==> src/hdl/utc_pkg.sv <==
`default_nettype none
package utc_pkg;

    localparam int UNIT_W = 16;
    localparam int BYTE_W = 8;

    typedef logic [UNIT_W-1:0] t_unit;
    typedef logic [BYTE_W-1:0] t_byte;

    localparam t_unit CAP_RESET = 16'd4096;

endpackage
`default_nettype wire

==> src/hdl/utc_unit_if.sv <==
`default_nettype none
interface utc_unit_if;
    logic           valid;
    logic           ready;
    utc_pkg::t_unit code_unit;

    modport source (output valid, output code_unit, input ready);
    modport sink   (input valid, input code_unit, output ready);
endinterface
`default_nettype wire

==> src/hdl/utc_byte_if.sv <==
`default_nettype none
interface utc_byte_if;
    logic           valid;
    logic           ready;
    utc_pkg::t_byte out_byte;
    logic           is_last;

    modport source (output valid, output out_byte, output is_last, input ready);
    modport sink   (input valid, input out_byte, input is_last, output ready);
endinterface
`default_nettype wire

==> src/hdl/utf16_to_utf8_converter_unit.sv <==
// Channel   Direction  Payload                    Words per unit
// i_unit    in         code_unit[15:0]            1
// o_byte    out        out_byte[7:0], is_last     0 to 6
// cfg       in         i_cfg_wr_data[15:0]        capacity register
//
// A unit sits in the input register, is encoded combinationally into a
// six-byte result buffer, and the buffer drains one byte per cycle while
// o_byte.ready is high; the byte-wide output port sets the rate.
// Reset (synchronous, active low) empties both stages and clears the state.
// Output stalls back up into the input register, then into i_unit.ready.
`default_nettype none
module utf16_to_utf8_converter_unit (
    input  wire logic           i_clk,
    input  wire logic           i_rst_n,
    input  wire logic           i_cfg_wr_en,
    input  wire utc_pkg::t_unit i_cfg_wr_data,
    utc_unit_if.sink            i_unit,
    utc_byte_if.source          o_byte
);

    typedef struct packed {
        logic [3:0][7:0] b;
        logic [2:0]      len;
    } t_enc;

    function automatic t_enc f_encode(input logic [20:0] c);
        t_enc e;
        e = '0;
        if (c < 21'h80) begin
            e.b[0] = c[7:0];
            e.len  = 3'd1;
        end else if (c < 21'h800) begin
            e.b[0] = {3'b110, c[10:6]};
            e.b[1] = {2'b10, c[5:0]};
            e.len  = 3'd2;
        end else if (c < 21'h10000) begin
            e.b[0] = {4'b1110, c[15:12]};
            e.b[1] = {2'b10, c[11:6]};
            e.b[2] = {2'b10, c[5:0]};
            e.len  = 3'd3;
        end else begin
            e.b[0] = {5'b11110, c[20:18]};
            e.b[1] = {2'b10, c[17:12]};
            e.b[2] = {2'b10, c[11:6]};
            e.b[3] = {2'b10, c[5:0]};
            e.len  = 3'd4;
        end
        return e;
    endfunction

    utc_pkg::t_unit  r_cap;
    logic            r_in_valid;
    utc_pkg::t_unit  r_in_unit;
    logic [5:0][7:0] r_bytes, n_bytes;
    logic [2:0]      r_left, n_cnt;
    logic            r_term, n_term;
    utc_pkg::t_unit  r_held, n_held;
    logic            r_held_valid, n_held_valid;
    utc_pkg::t_unit  r_bw, n_bw;
    logic            r_trunc, n_trunc;

    logic           res_free;
    logic           proc;
    logic           pop;
    logic           is_low, is_high;
    t_enc           enc_held, enc_u, enc_pair;
    utc_pkg::t_unit bw_base;
    logic           fits;

    assign pop      = (r_left != 3'd0) && o_byte.ready;
    assign res_free = (r_left == 3'd0) || ((r_left == 3'd1) && o_byte.ready);
    assign proc     = r_in_valid && res_free;

    assign i_unit.ready    = !r_in_valid || proc;
    assign o_byte.valid    = (r_left != 3'd0);
    assign o_byte.out_byte = r_bytes[0];
    assign o_byte.is_last  = r_term && (r_left == 3'd1);

    assign is_low   = (r_in_unit[15:10] == 6'b110111);
    assign is_high  = (r_in_unit[15:10] == 6'b110110);
    assign enc_held = f_encode({5'b0, r_held});
    assign enc_u    = f_encode({5'b0, r_in_unit});
    assign enc_pair = f_encode(21'h10000 + {1'b0, r_held[9:0], r_in_unit[9:0]});
    assign bw_base  = r_held_valid ? (r_bw + 16'd3) : r_bw;
    assign fits     = ({1'b0, bw_base} + 17'd5) < {1'b0, r_cap};

    always_comb begin
        n_bytes      = '0;
        n_cnt        = 3'd0;
        n_term       = 1'b0;
        n_held       = r_held;
        n_held_valid = r_held_valid;
        n_bw         = r_bw;
        n_trunc      = r_trunc;
        if (r_in_unit == '0) begin
            if (r_held_valid && !r_trunc) begin
                n_bytes[2:0] = enc_held.b[2:0];
                n_cnt        = 3'd4;
            end else begin
                n_cnt = 3'd1;
            end
            n_term       = 1'b1;
            n_held       = '0;
            n_held_valid = 1'b0;
            n_bw         = '0;
            n_trunc      = 1'b0;
        end else if (!r_trunc) begin
            if (r_held_valid && is_low) begin
                n_bytes[3:0] = enc_pair.b;
                n_cnt        = 3'd4;
                n_bw         = r_bw + 16'd4;
                n_held       = '0;
                n_held_valid = 1'b0;
            end else begin
                if (r_held_valid) begin
                    n_bytes[2:0] = enc_held.b[2:0];
                    n_cnt        = 3'd3;
                    n_held       = '0;
                    n_held_valid = 1'b0;
                end
                n_bw = bw_base;
                if (!fits) begin
                    n_trunc = 1'b1;
                end else if (is_high) begin
                    n_held       = r_in_unit;
                    n_held_valid = 1'b1;
                end else begin
                    if (r_held_valid) begin
                        n_bytes[5:3] = enc_u.b[2:0];
                    end else begin
                        n_bytes[2:0] = enc_u.b[2:0];
                    end
                    n_cnt = n_cnt + enc_u.len;
                    n_bw  = bw_base + {13'b0, enc_u.len};
                end
            end
        end
    end

    always_ff @(posedge i_clk) begin
        if (!i_rst_n) begin
            r_cap        <= utc_pkg::CAP_RESET;
            r_in_valid   <= 1'b0;
            r_left       <= 3'd0;
            r_term       <= 1'b0;
            r_held       <= '0;
            r_held_valid <= 1'b0;
            r_bw         <= '0;
            r_trunc      <= 1'b0;
        end else begin
            if (i_cfg_wr_en) begin
                r_cap <= i_cfg_wr_data;
            end
            if (i_unit.valid && i_unit.ready) begin
                r_in_valid <= 1'b1;
            end else if (proc) begin
                r_in_valid <= 1'b0;
            end
            if (proc) begin
                r_left       <= n_cnt;
                r_term       <= n_term;
                r_held       <= n_held;
                r_held_valid <= n_held_valid;
                r_bw         <= n_bw;
                r_trunc      <= n_trunc;
            end else if (pop) begin
                r_left <= r_left - 3'd1;
            end
        end
    end

    always_ff @(posedge i_clk) begin
        if (i_unit.valid && i_unit.ready) begin
            r_in_unit <= i_unit.code_unit;
        end
        if (proc) begin
            r_bytes <= n_bytes;
        end else if (pop) begin
            r_bytes <= r_bytes >> 8;
        end
    end

endmodule
`default_nettype wire

==> src/flat_wrapper.sv <==
// flat-port wrapper written by rule: the top's interface ports become plain ports
module utf16_to_utf8_converter_unit_flat 
  (i_clk, i_rst_n, i_cfg_wr_en, i_cfg_wr_data, i_unit_valid, i_unit_code_unit, i_unit_ready, o_byte_valid, o_byte_out_byte, o_byte_is_last, o_byte_ready);
  utc_unit_if i_unit_i ();
  utc_byte_if o_byte_i ();
  input  wire logic i_clk;
  input  wire logic i_rst_n;
  input  wire logic i_cfg_wr_en;
  input  wire utc_pkg::t_unit i_cfg_wr_data;
  input wire logic [$bits(i_unit_i.valid)-1:0] i_unit_valid;
  input wire logic [$bits(i_unit_i.code_unit)-1:0] i_unit_code_unit;
  output wire logic [$bits(i_unit_i.ready)-1:0] i_unit_ready;
  output wire logic [$bits(o_byte_i.valid)-1:0] o_byte_valid;
  output wire logic [$bits(o_byte_i.out_byte)-1:0] o_byte_out_byte;
  output wire logic [$bits(o_byte_i.is_last)-1:0] o_byte_is_last;
  input wire logic [$bits(o_byte_i.ready)-1:0] o_byte_ready;
  assign i_unit_i.valid = i_unit_valid;
  assign i_unit_i.code_unit = i_unit_code_unit;
  assign i_unit_ready = i_unit_i.ready;
  assign o_byte_valid = o_byte_i.valid;
  assign o_byte_out_byte = o_byte_i.out_byte;
  assign o_byte_is_last = o_byte_i.is_last;
  assign o_byte_i.ready = o_byte_ready;
  utf16_to_utf8_converter_unit u_core (.i_clk(i_clk), .i_rst_n(i_rst_n), .i_cfg_wr_en(i_cfg_wr_en), .i_cfg_wr_data(i_cfg_wr_data), .i_unit(i_unit_i), .o_byte(o_byte_i));
endmodule
==> config.mk <==
export PLATFORM = sky130hd
export DESIGN_NAME = utf16_to_utf8_converter_unit_flat
export DESIGN_NICKNAME = d
export VERILOG_FILES = /design/src/hdl/utc_pkg.sv /design/src/hdl/utc_unit_if.sv /design/src/hdl/utc_byte_if.sv /design/src/hdl/utf16_to_utf8_converter_unit.sv /design/src/flat_wrapper.sv
export SDC_FILE = /design/constraint.sdc
export NUM_CORES = 1
export LEC_CHECK = 0
export ABC_AREA = 1
export BUFFER_PORTS_ARGS = -buffer_cell sky130_fd_sc_hd__buf_4
export CORE_MARGIN = 2
export CORE_UTILIZATION = 55
export CTS_CLUSTER_DIAMETER = 40
export DETAILED_ROUTE_END_ITERATION = 12
export PLACE_DENSITY = 0.76
export SYNTH_ARGS = -nofsm -noshare
export SYNTH_HDL_FRONTEND = slang
export SYNTH_SLANG_ARGS = --single-unit
==> constraint.sdc <==
create_clock -name i_clk -period 5 [get_ports i_clk]
set_input_delay 0.5 -clock i_clk [delete_from_list [all_inputs] [get_ports i_clk]]
set_output_delay 0.5 -clock i_clk [all_outputs]
set_load 0.02 [all_outputs]
; ---- Word level (Yosys, flattened, before mapping)
; Index checks and enable logic that the tools add are counted.
[op_classes]
add_sub_neg = 7
muxes = 66
order_cmp = 8
eq_ne = 4
n_reduce_logical = 17
[ops]
columns = operator, count
row1 = two-way mux 16 bit, 16
row2 = two-way mux 48 bit, 5
row3 = two-way mux 24 bit, 7
row4 = two-way mux 19 bit, 3
row5 = two-way mux 27 bit, 2
row6 = two-way mux 11 bit, 3
row7 = two-way mux 3 bit, 11
row8 = "< comparator 16 x 12 -> 1 bit, second input constant", 2
row9 = "< comparator 16 x 8 -> 1 bit, second input constant", 2
row10 = two-way mux 32 bit, 1
row11 = two-way mux 25 bit, 1
row12 = two-way mux 8 bit, 3
row13 = "adder 17 x 20 -> 21 bit, first input constant", 1
row14 = "< comparator 21 x 12 -> 1 bit, second input constant", 1
row15 = "< comparator 21 x 17 -> 1 bit, second input constant", 1
row16 = "< comparator 21 x 8 -> 1 bit, second input constant", 1
row17 = "adder 16 x 3 -> 17 bit, second input constant", 1
row18 = < comparator 17 x 16 -> 1 bit, 1
row19 = two-way mux 17 bit, 1
row20 = "adder 16 x 2 -> 16 bit, second input constant", 1
row21 = adder 16 x 3 -> 16 bit, 1
row22 = "adder 16 x 3 -> 16 bit, second input constant", 1
row23 = logical NOT 16 bit, 1
row24 = "equality test 6 bit, second input constant", 2
row25 = other kinds (13), 33
[word_totals]
regBits = 119
wordCells = 117
out_inout_bits = 11
in_bits = 37

; ---- Logic depth before layout (Yosys ltp)
[logic_depth]
word_depth = 13
depth_mapped = 29
ltp_nobuf = 28

; ---- Worst setup path after synthesis
; Ideal clock, no wire load.
[synth_timing]
path_type = flip-flop to flip-flop
from = reg u_core.r_left[0]
to = reg u_core.r_left[0]
setup_slack_ns = 0.004
setup_time_ns = 0.138
path_stages_with_launch = 8
period_less_slack_ns = 4.996
t_required_ns = 4.862
n_path_buf = 0
arrival_time_ns = 4.858
cell_sequence = dfxtp_1 -> inv_1 -> ha_1 -> nand2_1 -> o21ai_0 -> inv_1 -> a21oi_1 -> a21oi_1
[synth_between]
word_cells_on_any_way = 11
cone_classes = 1 x add/sub / 1 x eq/ne / 2 x mux / 7 x reduce/logical
[synth_lines]
columns = item, line
row1 = start: declaration, utf16_to_utf8_converter_unit.sv:55  ; logic [2:0] r_left, n_cnt;
row2 = start signal: assignment, utf16_to_utf8_converter_unit.sv:160  ; r_left <= n_cnt;
row3 = start signal: assignment, utf16_to_utf8_converter_unit.sv:167  ; r_left <= r_left - 3'd1;
row4 = nonzero test 3 bit, -
row5 = via o_byte_valid, flat_wrapper.sv:13  ; output wire logic [$bits(o_byte_i.valid)-1:0] o_byte_valid;
row6 = logical AND 1 bit, utf16_to_utf8_converter_unit.sv:70  ; assign pop = (r_left != 3'd0) && o_byte.ready;
row7 = nonzero test 2 bit (no line), -
; The timed path passes the listed nets, and every way through them passes these cells. The select of a mux whose other input is x is not followed.
; A chain may end at the register's enable or synchronous reset.

; ---- Worst setup path after layout
[layout_timing]
from = reg u_core.r_bw[3]
to = reg u_core.r_bytes[44] (netlist name) (data pin)
[layout_between]
elab_chain_len = 9
[layout_lines]
columns = item, line
row1 = start: declaration, utf16_to_utf8_converter_unit.sv:59  ; utc_pkg::t_unit r_bw, n_bw;
row2 = start signal: assignment, utf16_to_utf8_converter_unit.sv:164  ; r_bw <= n_bw;
row3 = adder 16 x 2 -> 16 bit, utf16_to_utf8_converter_unit.sv:84  ; assign bw_base = r_held_valid ? (r_bw + 16'd3) : r_bw;
row4 = two-way mux 16 bit (*), utf16_to_utf8_converter_unit.sv:84
row5 = adder 16 x 3 -> 17 bit (*), utf16_to_utf8_converter_unit.sv:85  ; assign fits = ({1'b0, bw_base} + 17'd5) < {1'b0, r_cap};
row6 = < comparator 17 x 16 -> 1 bit (*), utf16_to_utf8_converter_unit.sv:85
row7 = two-way mux 48 bit (*), utf16_to_utf8_converter_unit.sv:122  ; if (!fits) begin
row8 = two-way mux 16 bit (*), utf16_to_utf8_converter_unit.sv:108  ; if (r_held_valid && is_low) begin
row9 = two-way mux 48 bit (*), utf16_to_utf8_converter_unit.sv:107  ; end else if (!r_trunc) begin
row10 = two-way mux 24 bit (*), utf16_to_utf8_converter_unit.sv:95  ; if (r_in_unit == '0) begin
row11 = two-way mux 48 bit (*), utf16_to_utf8_converter_unit.sv:176  ; if (proc) begin
row12 = end signal: assignment, utf16_to_utf8_converter_unit.sv:177  ; r_bytes <= n_bytes;
row13 = end signal: assignment, utf16_to_utf8_converter_unit.sv:179  ; r_bytes <= r_bytes >> 8;
row14 = end: declaration, utf16_to_utf8_converter_unit.sv:54  ; logic [5:0][7:0] r_bytes, n_bytes;
; Mark *: on every way between the ends. The rest lies on a longest branch, timed or not.

==> results.cfg <==
[timing]
min_period_ns = 4.414
tns_ns = 0
hold_viol_final = 0
max_freq_mhz = 226.5
holdWs_ns = 0.2416
skew_ns = 0.008871
rsz0062_at_grt = no
period_share_pct = 88.29
maxSlewHeadroom_pct = 31.01
setup_viol_count_final = 0
worst_slew_pin_slew_ns = 1.034
slew_violations = 0

[clocking]
cts_tree = yes
clock_latency_ns = 0.43
cts_sinks = 117
root_buffer = clkbuf_16
clk_pin_slew_ns = 0.06
cts-resized-gates = 0
cts_buffer_depth = 2
numCtsBuffers = 17
cts_setup_buffers = 0
cts_hold_buf = 0
h-tree-depth = 4

[setup_path]
worst_ep_required_time_ns = 5.17
crit_fanout = 28
cp-endpoint = u_core.r_bytes[44]
crit_start = u_core.r_bw[3]
criticalPathCategory = flip-flop to flip-flop
reg2regPathDepth = 26
cp.arrival_ns = 4.59
reg2reg_to = u_core.r_bytes[44]
startpoint_type = flip-flop
setup.worst_path.end_class = flip-flop
worstReg2RegStart = u_core.r_bw[3]
rrSetupSlack_ns = 0.59

[global_route]
first_global_vias = 7657
grt_util_all_layers_pct = 32.09
antenna_found_initial = 0
grt_pass1_wl_mm = 41.10
grt_max_degree = 51
overflow = 0

[synth]
synth.top_cell.area_share_pct = 21.86
ys_ff_latch = 117
synthesis.instances = 1228
synth_area_leader_cell = edfxtp_1
synthAdderAreaFrac_pct = 4.202
synth_xor_area_share_pct = 2.777
netlist_area_um2 = 8516
synthTopCellsByArea = edfxtp_1, nand2_1, dfxtp_1
synth_top_family_by_area = simple AND/OR/NAND/NOR gates
synth_cell_types = 53
yosys.area_share.simple_pct = 30.11
muxShareOfSynthArea_pct = 0
synth_compound_area_share_pct = 18.03
ys_seq_area_share_pct = 34.79
ys_warn_count = 0
ys_async_sr_fraction_pct = 0
syn-num-nets = 1293
synth-edff-count = 62
synth_top_flop_cell = edfxtp_1
avgSynthCellArea_um2 = 6.935

[place]
place_congestion = 1.042
dpl_cell_area_um2 = 8914
dp_hpwl_mm = 18.44
port_buffers = 47

[pwr]
p_switching_uw = 1484
ir_worst_vdd_mv = 0.8476
power.internal_uw = 2530
p_seq_share_pct = 37.3
p_per_area_nw_per_um2 = 421.5
power.leakage_uw = 0.004219
pwr-share-clk_pct = 31.7
comb_power_share_pct = 31.0
p_sw_share_pct = 36.96

[layout]
fin_util_pct = 62.87
layout_common_cells = nand2_1, inv_1, a21oi_1
final_layout_size_suffix_gt1_share_pct = 11.56
syn2layout_area_growth_pct = 11.81
num_antenna_cells = 0
mostFrequentLayoutCell = nand2_1
finalNetCount = 1315
design_area_um2 = 9522

[route]
vias_per_cell = 5.920
drtPass1Iterations = 6
drc_errors = 0
routed_wl_mm = 26.08
detail_route.wl_per_cell_um = 17.97
drt.antenna.violating_nets = 0
drt_iter0_drc = 963
vias = 8590

[flow_run]
maxCapViolations = 0

[floorplanning]
pin_count = 48
core_region_area_um2 = 15150
rows = 45
die_y_um = 128.4
floorplan.initialDensity_pct = 56.22
die_w_um = 128.4
die_area_um2 = 16490

[status]
status = complete, no violations

[worst_hold_path]
holdCritPathClass = input port to flip-flop
-- how the worst min path moves through the flow --
stage	slack (ns)	depth (start not counted)	to	startpoint
2_1_floorplan	0.42	2	u_core.r_held[10]	u_core.r_held[10]
3_3_place_gp	0.43	2	u_core.r_held[10]	u_core.r_held[10]
3_5_place_dp	0.43	2	u_core.r_held[10]	u_core.r_held[10]
4_1_cts	0.23	1	u_core.r_in_unit[1]	i_unit_code_unit[1]
5_1_grt	0.23	1	u_core.r_in_unit[7]	i_unit_code_unit[7]
6_report	0.24	1	u_core.r_in_unit[9]	i_unit_code_unit[9]
-- state kept, by name, indices dropped and copies added, names as in the netlist --
signal                  flops
u_core.o_byte.out_byte      8
u_core.r_bw                16
u_core.r_bytes             38
u_core.r_cap               16
u_core.r_held              16
u_core.r_held_valid         1
u_core.r_in_unit           16
u_core.r_in_valid           1
u_core.r_left               3
u_core.r_term               1
u_core.r_trunc              1
-- cells in the mapped netlist (all sizes together), types with 2 or more instances --
cell and number:
inv 141, a211oi 4, xor2 24, ha 27, clkinv 3, o221ai 5
clkbuf 34, nand4 27, a32oi 4, o22ai 13, nand3b 2, xnor2 3
nor2 120, nand3 66, dfxtp 55, a221oi 5, a31oi 3, nor3 15
o2111ai 7, edfxtp 62, a22o 5, o21ai 96, o211ai 4, a21oi 112
a22oi 7, nand2 350, buf 25
-- routing by layer --
metal	up-vias	track usage, %	wire (um)
li1	4149	-	-
met1	3879	48.50	11810
met2	493	44.52	10510
met3	69	7.235	3040
met4	0	11.83	714
met5	-	0	0
-- kinds of logic (layout without fill, tap and decap cells) --
group / Yosys count / in the layout
compound gates: 270 / 270
xor+xnor: 27 / 27
fa+ha+maj: 28 / 28
buf+inv: 203 / 238
flops: 117 / 117
simple gates: 583 / 583
-- power by group through the flow --
stage / combinational (uW) / clock [uW] / sequential (uW)
detailed placement: 1210 / 0 / 1510
CTS: 1220 / 1280 / 1490
global route: 1370 / 1320 / 1510
floorplan: 873 / 0 / 1490
global placement: 1200 / 0 / 1500
finish: 1240 / 1270 / 1500
-- critical path: stages, from the launching register on --
cell,delay [ns]
dfxtp_1,0.47
ha_1,0.31
nand3_2,0.15
nor2_1,0.21
nand2_1,0.09
nand2_2,0.14
nand3_4,0.12
nor2_1,0.30
nand2_1,0.11
xor2_1,0.17
ha_1,0.30
nand2_1,0.09
nor3_1,0.20
nand3b_1,0.14
nand3_1,0.11
nand2_1,0.06
nand2_1,0.05
nand2_1,0.05
nand2_1,0.05
nand2_1,0.06
nand3_2,0.07
buf_4,0.36
nor2_4,0.08
nand2_2,0.15
inv_4,0.08
nand2_2,0.14
nor2_1,0.06
-- per-stage QoR --
step	total power, uW	std cells	worst slack, ns
global route	4199	1451	0.09708
detailed placement	2713	1419	0.5548
finish	4014	1451	0.5857
floorplan	2360	1228	0.004470
global placement	2701	1419	0.6896
CTS	3987	1451	0.4298
-- layout make-up --
cell class / instances / area (um2)
Inverter: 144 / 543.0
Timing Repair Buffer: 62 / 465.4
Fill cell: 1369 / 5624
Sequential cell: 117 / 2963
Clock inverter: 15 / 182.7
Tap cell: 188 / 235.2
Clock buffer: 17 / 425.4
Multi-Input combinational cell: 908 / 4707
Note: power is estimated with default switching activity, not from simulation.
